### src/design/htfc_pkg.sv
// Shared widths, codes and constants of the humidity/temperature frame checker.
`timescale 1ns / 1ps
package htfc_pkg;

  localparam int unsigned BYTE_W    = 8;
  localparam int unsigned RAW_W     = 16;
  localparam int unsigned COUNT_W   = 4;
  localparam int unsigned STATUS_W  = 2;
  localparam int unsigned VALUE_W   = 15;
  localparam int unsigned SCALE_W   = 15;
  localparam int unsigned PRODUCT_W = RAW_W + SCALE_W;

  // Generator 0x131 without its top term
  localparam logic [BYTE_W-1:0] CRC_POLY = 8'h31;

  // Bits 1..0 of the raw value are sensor status, not data
  localparam logic [RAW_W-1:0] RAW_MASK = 16'hFFFC;

  // Fixed-point conversion: floor(scale * r / 65536) - offset
  localparam logic [SCALE_W-1:0] HUMID_SCALE  = 15'd12500;
  localparam logic [SCALE_W-1:0] TEMP_SCALE   = 15'd17572;
  localparam logic [VALUE_W-1:0] HUMID_OFFSET = 15'd600;
  localparam logic [VALUE_W-1:0] TEMP_OFFSET  = 15'd4685;

  localparam logic [COUNT_W-1:0] COUNT_MAX        = 4'd15;
  localparam logic [COUNT_W-1:0] NACK_LIMIT_RESET = 4'd3;

  localparam logic FUNC_NACK  = 1'b0;
  localparam logic FUNC_FRAME = 1'b1;
  localparam logic KIND_HUMID = 1'b0;
  localparam logic KIND_TEMP  = 1'b1;

  localparam logic [STATUS_W-1:0] STATUS_OK      = 2'd0;
  localparam logic [STATUS_W-1:0] STATUS_CRC     = 2'd1;
  localparam logic [STATUS_W-1:0] STATUS_TIMEOUT = 2'd2;

endpackage

### src/design/htfc_crc.sv
// CRC-8 (poly 0x131, init zero) check of a two-byte frame against its check byte.
`timescale 1ns / 1ps
module htfc_crc import htfc_pkg::*; (
  input  logic [BYTE_W-1:0] high_byte,
  input  logic [BYTE_W-1:0] low_byte,
  input  logic [BYTE_W-1:0] check_byte,
  output logic              crc_bad
);

  function automatic logic [BYTE_W-1:0] crc_byte(input logic [BYTE_W-1:0] crc_in,
                                                 input logic [BYTE_W-1:0] data);
    logic [BYTE_W-1:0] crc;
    crc = crc_in ^ data;
    for (int i = 0; i < BYTE_W; i++) begin
      if (crc[BYTE_W-1]) begin
        crc = (crc << 1) ^ CRC_POLY;
      end else begin
        crc = crc << 1;
      end
    end
    return crc;
  endfunction

  logic [BYTE_W-1:0] crc_high;
  logic [BYTE_W-1:0] crc_full;

  assign crc_high = crc_byte('0, high_byte);
  assign crc_full = crc_byte(crc_high, low_byte);
  assign crc_bad  = (crc_full != check_byte);

endmodule

### src/design/htfc_conv.sv
// Raw sensor value to hundredths of a percent or of a degree.
`timescale 1ns / 1ps
module htfc_conv import htfc_pkg::*; (
  input  logic               kind,
  input  logic [RAW_W-1:0]   raw,
  output logic [VALUE_W-1:0] value_centi
);

  logic [SCALE_W-1:0]   scale;
  logic [VALUE_W-1:0]   offset;
  logic [PRODUCT_W-1:0] product;
  logic [VALUE_W:0]     diff;

  assign scale   = (kind == KIND_TEMP) ? TEMP_SCALE : HUMID_SCALE;
  assign offset  = (kind == KIND_TEMP) ? TEMP_OFFSET : HUMID_OFFSET;
  assign product = PRODUCT_W'(raw & RAW_MASK) * PRODUCT_W'(scale);
  // Floor of product / 65536 is the upper bits; always below 2^15
  assign diff        = {1'b0, product[PRODUCT_W-1:RAW_W]} - {1'b0, offset};
  assign value_centi = diff[VALUE_W-1:0];

endmodule

### src/design/humidity_temp_frame_checker_core.sv
// Humidity/temperature frame checker: CRC check, conversion and NACK timeout.
// An input transfer is held in the input register; its result goes out from the result register.
// Throughput: one item per cycle unless the output stalls; an input register feeds one layer
//   of CRC, constant-multiply and NACK-count logic that loads the result register.
// Reset (rst, synchronous, active high): clears both NACK counts, empties both
//   registers and loads nack_limit with 3. No clearing pass is needed.
`timescale 1ns / 1ps
module humidity_temp_frame_checker_core import htfc_pkg::*; (
  input  logic                clk,
  input  logic                rst,
  // Input stream
  input  logic                s_axis_tvalid,
  output logic                s_axis_tready,
  input  logic [23:0]         s_axis_tdata,   // high_byte[7:0], low_byte[15:8], check_byte[23:16]
  input  logic [1:0]          s_axis_tuser,   // func[0], kind[1]
  // Result stream
  output logic                m_axis_tvalid,
  input  logic                m_axis_tready,
  output logic [15:0]         m_axis_tdata,   // value_centi[14:0], zero pad[15]
  output logic [2:0]          m_axis_tuser,   // status[1:0], result_kind[2]
  // Configuration write channel: nack_limit
  input  logic                cfg_valid,
  output logic                cfg_ready,
  input  logic [COUNT_W-1:0]  cfg_data
);

  // Configuration register; writes are always taken
  logic [COUNT_W-1:0] nack_limit;

  // Input register
  logic              in_valid;
  logic              in_func;
  logic              in_kind;
  logic [BYTE_W-1:0] in_high;
  logic [BYTE_W-1:0] in_low;
  logic [BYTE_W-1:0] in_check;

  // Per-kind NACK counts
  logic [COUNT_W-1:0] humid_nack_count;
  logic [COUNT_W-1:0] temp_nack_count;

  // Result register
  logic                out_valid;
  logic [STATUS_W-1:0] out_status;
  logic                out_kind;
  logic [VALUE_W-1:0]  out_value;

  logic                advance;
  logic                crc_bad;
  logic [VALUE_W-1:0]  conv_value;
  logic [COUNT_W-1:0]  count_cur;
  logic [COUNT_W-1:0]  count_bumped;
  logic [COUNT_W-1:0]  count_next;
  logic                timeout;
  logic                produce;
  logic [STATUS_W-1:0] status_next;
  logic [VALUE_W-1:0]  value_next;

  htfc_crc u_crc (
    .high_byte  (in_high),
    .low_byte   (in_low),
    .check_byte (in_check),
    .crc_bad    (crc_bad)
  );

  htfc_conv u_conv (
    .kind        (in_kind),
    .raw         ({in_high, in_low}),
    .value_centi (conv_value)
  );

  // The held item moves on whenever the result register is free or being drained.
  // An item that yields no result still waits for that slot, which keeps the
  // control to a single condition.
  assign advance       = in_valid && (!out_valid || m_axis_tready);
  assign s_axis_tready = !in_valid || advance;
  assign cfg_ready     = 1'b1;

  // NACK counting: bump (saturating) on a NACK, then a count above the limit
  // forces a timeout and clears, even when the item is a frame.
  always_comb begin
    count_cur = (in_kind == KIND_TEMP) ? temp_nack_count : humid_nack_count;
    if (in_func == FUNC_NACK && count_cur != COUNT_MAX) begin
      count_bumped = count_cur + 1'b1;
    end else begin
      count_bumped = count_cur;
    end
    timeout    = (count_bumped > nack_limit);
    count_next = timeout ? '0 : count_bumped;
    produce    = timeout || (in_func == FUNC_FRAME);

    if (timeout) begin
      status_next = STATUS_TIMEOUT;
    end else if (crc_bad) begin
      status_next = STATUS_CRC;
    end else begin
      status_next = STATUS_OK;
    end
    value_next = (status_next == STATUS_OK) ? conv_value : '0;
  end

  always_ff @(posedge clk) begin
    if (rst) begin
      nack_limit <= NACK_LIMIT_RESET;
    end else if (cfg_valid && cfg_ready) begin
      nack_limit <= cfg_data;
    end
  end

  // Input register: load on a transfer, drop once the item has advanced
  always_ff @(posedge clk) begin
    if (rst) begin
      in_valid <= 1'b0;
    end else if (s_axis_tvalid && s_axis_tready) begin
      in_valid <= 1'b1;
    end else if (advance) begin
      in_valid <= 1'b0;
    end
  end

  always_ff @(posedge clk) begin
    if (s_axis_tvalid && s_axis_tready) begin
      in_func  <= s_axis_tuser[0];
      in_kind  <= s_axis_tuser[1];
      in_high  <= s_axis_tdata[7:0];
      in_low   <= s_axis_tdata[15:8];
      in_check <= s_axis_tdata[23:16];
    end
  end

  // Counts change only when the item is consumed
  always_ff @(posedge clk) begin
    if (rst) begin
      humid_nack_count <= '0;
      temp_nack_count  <= '0;
    end else if (advance) begin
      if (in_kind == KIND_TEMP) begin
        temp_nack_count <= count_next;
      end else begin
        humid_nack_count <= count_next;
      end
    end
  end

  // Result register: load on advance, hold while stalled
  always_ff @(posedge clk) begin
    if (rst) begin
      out_valid <= 1'b0;
    end else if (advance) begin
      out_valid <= produce;
    end else if (m_axis_tready) begin
      out_valid <= 1'b0;
    end
  end

  always_ff @(posedge clk) begin
    if (advance) begin
      out_status <= status_next;
      out_kind   <= in_kind;
      out_value  <= value_next;
    end
  end

  assign m_axis_tvalid = out_valid;
  assign m_axis_tdata  = {1'b0, out_value};
  assign m_axis_tuser  = {out_kind, out_status};

endmodule
### config.mk
export PLATFORM = sky130hd
export DESIGN_NAME = humidity_temp_frame_checker_core
export DESIGN_NICKNAME = d
export VERILOG_FILES = /design/src/design/htfc_pkg.sv /design/src/design/htfc_crc.sv /design/src/design/htfc_conv.sv /design/src/design/humidity_temp_frame_checker_core.sv
export SDC_FILE = /design/constraint.sdc
export NUM_CORES = 1
export LEC_CHECK = 0
export BUFFER_PORTS_ARGS = -buffer_cell sky130_fd_sc_hd__buf_4
export CAP_MARGIN = 40
export CORE_ASPECT_RATIO = 2
export CORE_MARGIN = 10
export CORE_UTILIZATION = 40
export DETAILED_ROUTE_END_ITERATION = 16
export PLACE_DENSITY_LB_ADDON = 0.08
export SYNTH_ARGS = -nofsm -noshare
export SYNTH_HDL_FRONTEND = slang
export SYNTH_SLANG_ARGS = --single-unit
### constraint.sdc
create_clock -name clk -period 20.3 [get_ports clk]
set_input_delay 1.015 -clock clk [delete_from_list [all_inputs] [get_ports clk]]
set_output_delay 1.015 -clock clk [all_outputs]
set_load 0.02 [all_outputs]
==> results of run 1 <==
-- layout make-up --
type	instances	area [µm²]	area share, %
inverter	108	405	5.00
tap	213	267	3.29
multi-input combinational	531	5100	63.0
clock buffer	10	239	2.95
timing repair buffer	57	443	5.47
clock inverter	6	41.3	0.510
sequential	58	1600	19.8
-- sequential cells by signal (all words and copies together) (netlist names) --
name,flops
in_valid,1
in_func,1
in_kind,1
humid_nack_count,4
in_low,8
out_kind,1
out_value,15
m_axis_tvalid,1
out_status,2
in_check,8
in_high,8
temp_nack_count,4
nack_limit,4
-- synthesized netlist by cell type, drive strengths merged, types with 16 or more instances --
library cell	n
a21oi	29
and2	16
edfxtp	44
fa	63
ha	123
inv	107
mux2i	16
nand2	36
nor2	48
nor2b	17
o21ai	16
xnor2	41
-- power by group through the flow --
stage	Clock, mW	Sequential [mW]	Combinational [mW]
2_1_floorplan	0	0.142	0.890
3_3_place_gp	0	0.143	1.11
3_5_place_dp	0	0.143	1.12
4_1_cts	0.149	0.141	1.13
5_1_grt	0.152	0.141	1.26
6_report	0.144	0.141	1.12
-- how the worst max path moves through the flow --
stage	slack (ns)	depth (start not counted)	to	from
after global routing	11.54	24	out_value[14]	in_kind
final	11.99	24	out_value[14]	in_kind
after CTS	12.04	24	out_value[14]	in_kind
after floorplan	12.59	28	out_value[14]	in_kind
after global placement	12.33	24	out_value[14]	in_kind
after detailed placement	12.09	24	out_value[14]	in_kind
-- per-layer routing --
| metal | up-vias | part of all wire, % |
|---|---|---|
| met5 | - | 0 |
| met4 | 0 | 4.4 |
| met3 | 31 | 1.4 |
| met2 | 53 | 61 |
| met1 | 2486 | 33 |
| li1 | 2472 | - |
-- worst max-delay path, stage by stage (launching register included) --
cell and delay, ns:
edfxtp_1 0.32, buf_4 0.38, clkinv_1 0.51, nand2_1 0.29, inv_1 0.09, ha_1 0.28, inv_1 0.05, fa_1 0.50
fa_1 0.52, inv_1 0.05, fa_1 0.46, fa_1 0.49, ha_1 0.31, ha_1 0.40, a21oi_1 0.11, o21ai_0 0.60
o21bai_1 0.31, xor2_1 0.12, ha_1 0.25, or4_1 0.58, a32o_1 0.29, a221oi_2 0.36, o21ai_1 0.15, a211oi_1 0.28
mux2_2 0.36
-- kinds of logic after synthesis --
| family | Yosys count | share of synthesized area, % |
|---|---|---|
| adder cells (fa/ha/maj) | 186 | 39.0 |
| AND/OR/NAND/NOR | 159 | 10.9 |
| buffers and inverters | 131 | 7.37 |
| AO/OA/AOI/OAI | 88 | 8.29 |
| XOR/XNOR | 60 | 8.79 |
| flip-flops | 58 | 22.3 |
| multiplexers | 23 | 3.33 |
| other | 2 | 0.105 |
==> results.json, run 1 <==
{
  "status": "finished clean",
  "use_met1_pct": 13.6,
  "final_cell_mix": "ha_1, inv_1, fa_1, buf_4, nor2_1",
  "path_class": "reg -> reg",
  "root_buffer": "clkbuf_16",
  "async_flop_share_pct": 0,
  "p_leak_nw": 4.02,
  "finalMaxSlewViolations": 0,
  "post_cts_buffers": 0,
  "final_common_cell": "ha_1",
  "vias": 5042,
  "dpl.cell_count": 967,
  "gp_congestion": 0.886,
  "ctsHoldBuffers": 0,
  "numPortBuffers": 54,
  "setup_ws_ns": 11.99,
  "numCtsBuffers": 9,
  "routedWlPerCell_um": 17.3,
  "min_from": "temp_nack_count[3]",
  "layout.nets": 986,
  "setup_viol": 0,
  "final_util_pct": 45.8,
  "power_switching_mw": 0.694,
  "grt_pass1_wl_um": 27400,
  "power.share.clock_pct": 10.3,
  "relSlewSlack_pct": 48.6,
  "placed_cell_area_um2": 7820,
  "core_um2": 17700,
  "grt_pass1_vias": 5492,
  "met3_usage_pct": 1.80,
  "synth_edf_count": 44,
  "vias_per_cell": 5.13,
  "die_h_um": 210,
  "met2_usage_pct": 29.1,
  "cts_resized": 0,
  "synth_largest_area_cell": "ha_1",
  "startpoint_type": "flop",
  "cts_tree": "built",
  "diodes": 0,
  "hold_viol_final": 0,
  "pre_cts_slack_ns": 12.09,
  "cp-end-kind": "flop",
  "antenna_found_initial": 0,
  "fin_area_um2": 8100,
  "clock_latency_ns": 0.34,
  "gr-max-usage-layer": "met2",
  "pwr-share-seq_pct": 10.0,
  "switching_share_pct": 49.6,
  "layout-drive-gt1-share_pct": 12.5,
  "finalCritPeriodShare_pct": 41.0,
  "critPathMaxFanout": 35,
  "worst_ep_arrival_time_ns": 8.40,
  "ant_nets": 0,
  "internal_power_mw": 0.706,
  "grt_max_degree": 36,
  "r2r_end": "out_value[14]",
  "synth_cell_types": 62,
  "holdPathEnd": "temp_nack_count[3]",
  "yosys-top-cells-area": "ha_1, edfxtp_1, fa_1, inv_1, xnor2_1",
  "path_clk_slew_ns": 0.05,
  "hpwlAfterDp_um": 14500,
  "tns_ns": 0,
  "r2r-start": "in_kind",
  "drc": 0,
  "synthCells": 707,
  "row_count": 69,
  "stdcell_count": 983,
  "clock-sinks": 58,
  "whs_ns": 0.490,
  "ff2ff_path_depth": 24,
  "synth_ff_type": "edfxtp_1",
  "die_x_um": 115,
  "syn_avg_cell_area_um2": 10.2,
  "grt_overflow": 0,
  "drt_pass1_iterations": 4,
  "start_util_pct": 40.6,
  "hold_class": "reg -> reg",
  "n_fill_cell": 1713,
  "p_total_mw": 1.40,
  "grt_util_all_layers_pct": 14.7,
  "required_ns": 20.39,
  "routed_wl_um": 17000,
  "power_frac_comb_pct": 79.7,
  "rrSetupSlack_ns": 11.99,
  "timing.fmax_mhz": 120,
  "yosysTopAreaCellShare_pct": 21.4,
  "tightest_slew_ns": 0.760,
  "min_period_ns": 8.31,
  "synth.ff_latch_count": 58,
  "worst_ir_drop_vdd_uv": 101,
  "holdPathStages": 2,
  "synth-seq-area-share_pct": 22.3,
  "htree_num_levels": 3,
  "rsz0062_at_grt": "false",
  "drv_cap": 0,
  "finClkSkew_ns": 0.00242,
  "design.portCount": 57,
  "syn_area_um2": 7190,
  "yosys_warnings": 0,
  "clockBufferDepth": 2,
  "syn2layout_area_growth_pct": 12.7,
  "power_density_nw_per_um2": 173,
  "die_area_um2": 24100,
  "first_iter_violations": 194
}
Power figures use the tool's default switching activity.
==> inputs of run 2 (changes only) <==
- clock period: 20.3 -> 7.36 ns (I/O delays scaled with it)
==> run 2 against run 1 <==
  * Global-route usage rose by 0.74 points
  * First-iteration DRC count shrank 9.8%
  * Clock skew up 0.0073 ns
  * Register-to-register slack worse by 12 ns
  * Routed wire length rose by 6.8%
  * Setup slack got worse by 12 ns
  * Clock-buffer cell count increased by 1
  * Sequential power grew to 2.7 times the previous value
  * Clock power rose to 3.1 times the previous value
  * Critical path depth fell by 3
  * Non-clock buffer count is 29 higher
==> results.json, run 2 (synthesis results as in run 1) <==
{
  "status": "finished clean",
  "cts_tree": "built",
  "r2r_end": "out_value[14]",
  "power.share.clock_pct": 10.3,
  "fin_area_um2": 8450,
  "hold_viol_final": 0,
  "htree_num_levels": 3,
  "required_ns": 7.46,
  "regArea_um2": 1600,
  "switching_share_pct": 48.2,
  "power_density_nw_per_um2": 513,
  "critPathTopFamily": "adder cells",
  "worst_ir_drop_vdd_uv": 343,
  "routed_wl_um": 18100,
  "ff2ff_path_depth": 21,
  "start_util_pct": 40.6,
  "final_common_cell": "ha_1",
  "pre_cts_slack_ns": 0.0215,
  "ctsHoldBuffers": 0,
  "power_switching_mw": 2.09,
  "pwr-share-seq_pct": 8.8,
  "path_cells": "buf_12 -> and2_1 -> or2_2 -> ha_1 -> fa_1 -> fa_1 -> fa_1 -> fa_1 -> ha_1 -> ha_1 -> a21oi_1 -> o21ai_0 -> o21bai_4 -> xor2_1 -> ha_1 -> or4_1 -> a32o_2 -> a221oi_4 -> o21ai_2 -> a211oi_2 -> mux2_2",
  "grt_max_degree": 31,
  "largest_register_ffs": 15,
  "finalCritPeriodShare_pct": 96.8,
  "final_cell_mix": "ha_1, inv_1, buf_4, fa_1, nor2_1",
  "holdPathEnd": "in_check[3]",
  "grt_util_all_layers_pct": 15.4,
  "grt_pass1_wl_um": 28600,
  "routedWlPerCell_um": 17.9,
  "grt_pass1_vias": 5692,
  "die_x_um": 115,
  "root_buffer": "clkbuf_16",
  "layout.nets": 1015,
  "diodes": 0,
  "finClkSkew_ns": 0.00976,
  "p_leak_nw": 4.21,
  "setup_ws_ns": 0.238,
  "critPathBufInv": 1,
  "numCtsBuffers": 9,
  "design.portCount": 57,
  "min_period_ns": 7.12,
  "clock_latency_ns": 0.35,
  "first_iter_violations": 175,
  "rrSetupSlack_ns": 0.24,
  "die_area_um2": 24100,
  "largest_register": "out_value",
  "n_fill_cell": 1675,
  "startpoint_type": "flop",
  "vias": 5131,
  "finalMaxSlewViolations": 0,
  "max_stage_delay_ns": 0.57,
  "row_count": 69,
  "die_h_um": 210,
  "cp-end-kind": "flop",
  "worst_ep_arrival_time_ns": 7.22,
  "tightest_slew_ns": 0.815,
  "clockBufferDepth": 2,
  "placed_cell_area_um2": 8000,
  "stdcell_count": 1012,
  "grt_overflow": 0,
  "min_from": "s_axis_tdata[19]",
  "rsz0062_at_grt": "true",
  "layout-drive-gt1-share_pct": 16.9,
  "drv_cap": 0,
  "ant_nets": 0,
  "r2r-start": "in_kind",
  "timing.fmax_mhz": 140,
  "core_um2": 17700,
  "holdPathStages": 1,
  "drc": 0,
  "path_clk_slew_ns": 0.06,
  "clock-sinks": 58,
  "crit_slowest_cell": "or4_1",
  "internal_power_mw": 2.24,
  "antenna_found_initial": 0,
  "multi_input_area_um2": 5170,
  "setup_viol": 0,
  "hold_class": "in -> reg",
  "gp_congestion": 0.849,
  "hpwlAfterDp_um": 15500,
  "drt_pass1_iterations": 4,
  "power_frac_comb_pct": 81.0,
  "relSlewSlack_pct": 45.7,
  "numPortBuffers": 54,
  "whs_ns": 0.193,
  "vias_per_cell": 5.07,
  "dpl.cell_count": 989,
  "critPathMaxFanout": 15,
  "syn2layout_area_growth_pct": 17.6,
  "path_class": "reg -> reg"
}
[run 2: changes by cell type in the layout (fill, tap and decap cells not counted), sizes merged]
cell      delta
buf         +28
clkbuf       +2
clkinvlp     -2
inv          +1
[run 2: worst max path at each step]
stage                        from            end  slack [ns]  cells after the start
after floorplan           in_kind  out_value[14]       0.009                     28
after global routing      in_kind  out_value[13]       -0.09                     30
final                     in_kind  out_value[14]        0.24                     21
after CTS                 in_kind  out_value[13]       0.005                     28
after detailed placement  in_kind  out_value[13]        0.02                     28
after global placement    in_kind  out_value[13]        0.15                     28
[run 2: per-stage QoR]
step	power (mW)	TNS, ns	utilization, %
global placement	3.54	0	45.0
global route	4.79	-0.163	47.8
finish	4.33	0	47.8
CTS	4.08	0	47.0
detailed placement	3.60	0	45.2
floorplan	2.85	0	-
[run 2: repair_timing]
action,CTS,global route
resized for setup,0,14
setup buffers,0,6
setup endpoints to repair,0,5
[run 2: cell type report]
class / instances / share of cell area, %
inverters: 108 / 4.80
repair buffers: 86 / 8.17
well taps: 213 / 3.15
flip-flops and latches: 58 / 18.9
clock buffers: 11 / 3.26
multi-input cells: 531 / 61.2
clock inverters: 5 / 0.474
[run 2: power groups by stage]
stage | Combinational (mW) | Clock [mW] | Sequential (mW)
floorplan | 2.46 | 0 | 0.391
global placement | 3.16 | 0 | 0.388
detailed placement | 3.21 | 0 | 0.388
CTS | 3.24 | 0.456 | 0.381
global route | 3.94 | 0.468 | 0.382
finish | 3.51 | 0.444 | 0.380
[run 2: layer usage]
metal  up-vias  share of wire, %  global-route usage (%)
li1       2530                 -                       -
met1      2518                32                    13.8
met2        56                63                    31.9
met3        27               1.9                    1.94
met4         0               2.8                    6.30
met5         -                 0                       0
